--- config.mk ---
export PLATFORM = sky130hd
export DESIGN_NAME = lpht_occ_mem
export DESIGN_NICKNAME = d
export VERILOG_FILES = /design/src/hw/rtl/lpht_pkg.sv /design/src/hw/rtl/lpht_occ_mem.sv
export SDC_FILE = /design/constraint.sdc
export NUM_CORES = 1
export LEC_CHECK = 0
export BUFFER_PORTS_ARGS = -buffer_cell sky130_fd_sc_hd__buf_2
export CAP_MARGIN = 20
export CORE_MARGIN = 2
export CORE_UTILIZATION = 62
export DETAILED_ROUTE_END_ITERATION = 6
export PLACE_DENSITY_LB_ADDON = 0.12
export SLEW_MARGIN = 15
export SYNTH_ARGS = -nofsm -noshare
export SYNTH_HDL_FRONTEND = slang
export SYNTH_SLANG_ARGS = --single-unit
--- constraint.sdc ---
create_clock -name i_clk -period 3.2 [get_ports i_clk]
set_input_delay 0.32 -clock i_clk [delete_from_list [all_inputs] [get_ports i_clk]]
set_output_delay 0.32 -clock i_clk [all_outputs]
set_load 0.02 [all_outputs]
--- src/hw/rtl/lpht_pkg.sv ---
// Shared types, constants and helpers for the linear probing hash table.
// No dependencies.
`default_nettype none

package lpht_pkg;

    // Table geometry
    localparam int SLOT_BITS     = 10;
    localparam int SLOT_COUNT    = 1 << SLOT_BITS;
    localparam int ROW_BITS      = (SLOT_BITS > 5) ? 5 : SLOT_BITS - 1;
    localparam int ROW_W         = 1 << ROW_BITS;
    localparam int ROW_ADDR_BITS = SLOT_BITS - ROW_BITS;
    localparam int VALUE_W       = 63;
    localparam int INDEX_W       = 10;

    // Request codes
    localparam logic REQ_INSERT = 1'b0;
    localparam logic REQ_READ   = 1'b1;

    // Status codes
    localparam logic [1:0] ST_HIT  = 2'd0;
    localparam logic [1:0] ST_MISS = 2'd1;
    localparam logic [1:0] ST_INS  = 2'd2;
    localparam logic [1:0] ST_FULL = 2'd3;

    typedef struct packed {
        logic               req_type;
        logic [VALUE_W-1:0] item_value;
    } t_in;

    typedef struct packed {
        logic [1:0]         status;
        logic [INDEX_W-1:0] slot_index;
        logic [VALUE_W-1:0] read_value;
    } t_out;

    typedef struct packed {
        logic                     en;
        logic [ROW_ADDR_BITS-1:0] addr;
        logic [ROW_W-1:0]         data;
    } t_occ_wr;

    typedef struct packed {
        logic                 en;
        logic [SLOT_BITS-1:0] addr;
        logic [VALUE_W-1:0]   data;
    } t_val_wr;

    // Fit a slot number into the output index field
    function automatic logic [INDEX_W-1:0] to_index(input logic [SLOT_BITS-1:0] slot);
        logic [SLOT_BITS+INDEX_W-1:0] wide;
        wide = {{INDEX_W{1'b0}}, slot};
        return wide[INDEX_W-1:0];
    endfunction

endpackage

`default_nettype wire

--- src/hw/rtl/lpht_occ_mem.sv ---
// Occupancy bitmap memory, one row of slot bits per word, registered read.
// Depends on lpht_pkg.
`default_nettype none

module lpht_occ_mem (
    input  wire                               i_clk,
    input  wire [lpht_pkg::ROW_ADDR_BITS-1:0] i_rd_addr,
    output logic [lpht_pkg::ROW_W-1:0]        o_rd_data,
    input  lpht_pkg::t_occ_wr                 i_wr
);
    import lpht_pkg::*;

    logic [ROW_W-1:0] mem [1 << ROW_ADDR_BITS];

    // Write one row
    always_ff @(posedge i_clk) begin
        if (i_wr.en) begin
            mem[i_wr.addr] <= i_wr.data;
        end
    end

    // Registered read
    always_ff @(posedge i_clk) begin
        o_rd_data <= mem[i_rd_addr];
    end

endmodule

`default_nettype wire

==> flow_summary.json <==
{
  "fin_skew_ns": 0.0345,
  "coreArea_sq_um": 64500,
  "ant_nets": 0,
  "grt_setup_unrepaired": "false",
  "dp_slack_ns": 0.739,
  "antenna_found_initial": 1,
  "dp_hpwl_um": 53300,
  "avgRoutedWirePerCell_um": 27.8,
  "grt_max_degree": 78,
  "cellLeakagePower_nw": 16.2,
  "fill_cells": 4028,
  "firstDrtPassIters": 5,
  "yosysUniqueCellTypes": 25,
  "crit_family": "simple AND/OR/NAND/NOR gates",
  "setup_tns_ns": 0,
  "path_buf_inv": 2,
  "grt_pass1_wl_um": 137000,
  "final_nets": 2456,
  "cts_setup_buffers": 0,
  "end_kind": "flip-flop",
  "synth_warnings": 0,
  "vias": 21300,
  "cts_resized": 0,
  "h-tree-depth": 3,
  "die_area_sq_um": 67400,
  "setup.worst_path.start_class": "input pin",
  "ys_ff_latch": 1056,
  "relSlewSlack_pct": 36.5,
  "place_area_sq_um": 42600,
  "crit_path_top_delay_cell": "nor2_4",
  "drive_gt1_share_pct": 14.8,
  "peakVddDrop_mv": 0.465,
  "finalHoldViolations": 0,
  "fin_crit_ns": 1.80,
  "finalPower_mw": 29.3,
  "outcome": "completed",
  "grt_pass1_vias": 21300,
  "cts_tree": "yes",
  "ys_seq_area_share_pct": 77.5,
  "clockBufferDepth": 3,
  "setup_viol": 0,
  "min_path_type": "input pin to flip-flop",
  "cts_buffers": 100,
  "syn_avg_cell_area_sq_um": 17.9,
  "clk_latency_ns": 0.66,
  "gp_congestion": 0.800,
  "synth_area_sq_um": 40500,
  "slowest_delay_ns": 0.86,
  "chipHeight_um": 260,
  "critPathArrivalTime_ns": 2.16,
  "port_buffers": 75,
  "fin_crit_sh_pct": 56.2,
  "ios": 76,
  "cp_cell_sequence": "buf_2, nand3b_1, nor2_4, buf_12",
  "synth_cells": 2260,
  "clkSinkCount": 1056,
  "power.density_nw_per_um2": 637,
  "cts.clk_slew.worst_paths_ns": 0.06,
  "grt_util_all_layers_pct": 28.0,
  "initial_utilization_pct": 62.8,
  "drc": 0,
  "fin_area_sq_um": 46100,
  "num_rows": 93,
  "layout_setup_ws_ns": 1.40,
  "path_class": "input pin to flip-flop",
  "critPathRequiredTime_ns": 3.56,
  "root_buffer": "clkbuf_16",
  "path_max_fanout": 17,
  "cap_violations": 0,
  "grt_overflow": 0,
  "final_util_pct": 71.5,
  "routed_wl_um": 93100,
  "die_x_um": 260,
  "holdBufCountCts": 0,
  "slew_violations": 0,
  "area_growth_pct": 13.8,
  "max_freq_mhz": 556,
  "drt_iter0_markers": 2480,
  "worst_slew_pin_slew_ns": 0.953,
  "synth_nets": 2304,
  "routed_via_density": 6.35
}
synth_stat cells, drive strengths merged:
| cell type | number | share of area [%] |
|---|---|---|
| nor3 | 32 | 0.40 |
| clkbuf | 48 | 0.46 |
| and2 | 1 | 0.015 |
| buf | 79 | 1.4 |
| nor2b | 1 | 0.015 |
| nand3 | 98 | 1.2 |
| or3b | 3 | 0.065 |
| nand3b | 5 | 0.093 |
| a21oi | 96 | 1.2 |
| a22o | 64 | 1.4 |
| and2b | 1 | 0.019 |
| a31oi | 32 | 0.49 |
| mux2i | 512 | 13 |
| dfxtp | 32 | 1.6 |
| edfxtp | 1024 | 76 |
| nand2 | 98 | 0.91 |
| nor2 | 34 | 0.32 |
| nand2b | 2 | 0.031 |
| a22oi | 96 | 1.8 |
| or2 | 1 | 0.015 |
| or3 | 1 | 0.015 |
cells in the final DEF, fill, tap and decap left out, types with 28 or more instances in the layout:
cell type  Yosys  layout
edfxtp_1    1024    1024
mux2i_1      512     512
clkbuf_16      0     102
nand3_1       98      98
nand2_1       98      97
a22oi_1       96      96
a21oi_1       96      96
buf_2         26      74
buf_4         33      73
a22o_1        64      64
nor2_4         0      33
nor3_1        32      32
a31oi_1       32      32
dfxtp_1       32      32
buf_12         0      29
clkbuf_1      46      28
stage by stage:
step | hold WS (ns) | instances
2_1_floorplan | 0.419 | 2260
3_3_place_gp | 0.579 | 3165
3_5_place_dp | 0.594 | 3165
4_1_cts | 0.129 | 3351
5_1_grt | 0.159 | 3352
6_report | 0.162 | 3352
flip-flops by register name, summed over array words and instances (netlist names):
register,flops
mem,1024
o_rd_data,32
where the power goes:
group | total [mW] | leakage, nW | switching, mW | internal [mW]
Sequential | 15.5 | 9.49 | 0.0822 | 15.4
Clock | 12.4 | 1.70 | 4.91 | 7.46
Combinational | 1.50 | 5.02 | 1.00 | 0.498
Total | 29.3 | 16.2 | 6.00 | 23.3
per-layer routing:
layer | vias to the layer above | part of all wire [%] | global-route usage, %
met1 | 11000 | 41 | 39.1
met4 | 0 | 2.9 | 9.79
met3 | 162 | 6.5 | 3.67
li1 | 9285 | - | -
met5 | - | 0 | 0
met2 | 871 | 49 | 46.0
worst paths after layout:
check	startpoint	to	slack, ns	cells past startpoint
max	i_wr[32]	mem[14][14]	1.40	4
min	i_wr[31]	mem[26][31]	0.16	1
max reg2reg	mem[1][19]	o_rd_data[19]	1.66	5
min reg2reg	mem[10][17]	o_rd_data[17]	0.59	4
area by class of cell:
| class | count | area, sq um | share of cell area (%) |
|---|---|---|---|
| diodes | 1 | 2.50 | 0.00543 |
| multi-input cells | 1077 | 8610 | 18.7 |
| clock buffers | 143 | 2840 | 6.16 |
| well taps | 855 | 1070 | 2.32 |
| repair buffers | 177 | 1510 | 3.29 |
| clock inverters | 43 | 643 | 1.40 |
| flip-flops and latches | 1056 | 31400 | 68.1 |
cell families after synthesis:
| family | Yosys count | share of synthesized area, % |
|---|---|---|
| buf+inv | 127 | 1.86 |
| simple gates | 277 | 3.10 |
| compound gates | 288 | 4.85 |
| mux | 512 | 12.7 |
| flops | 1056 | 77.5 |
No activity file was read; power rests on OpenSTA's default activity.
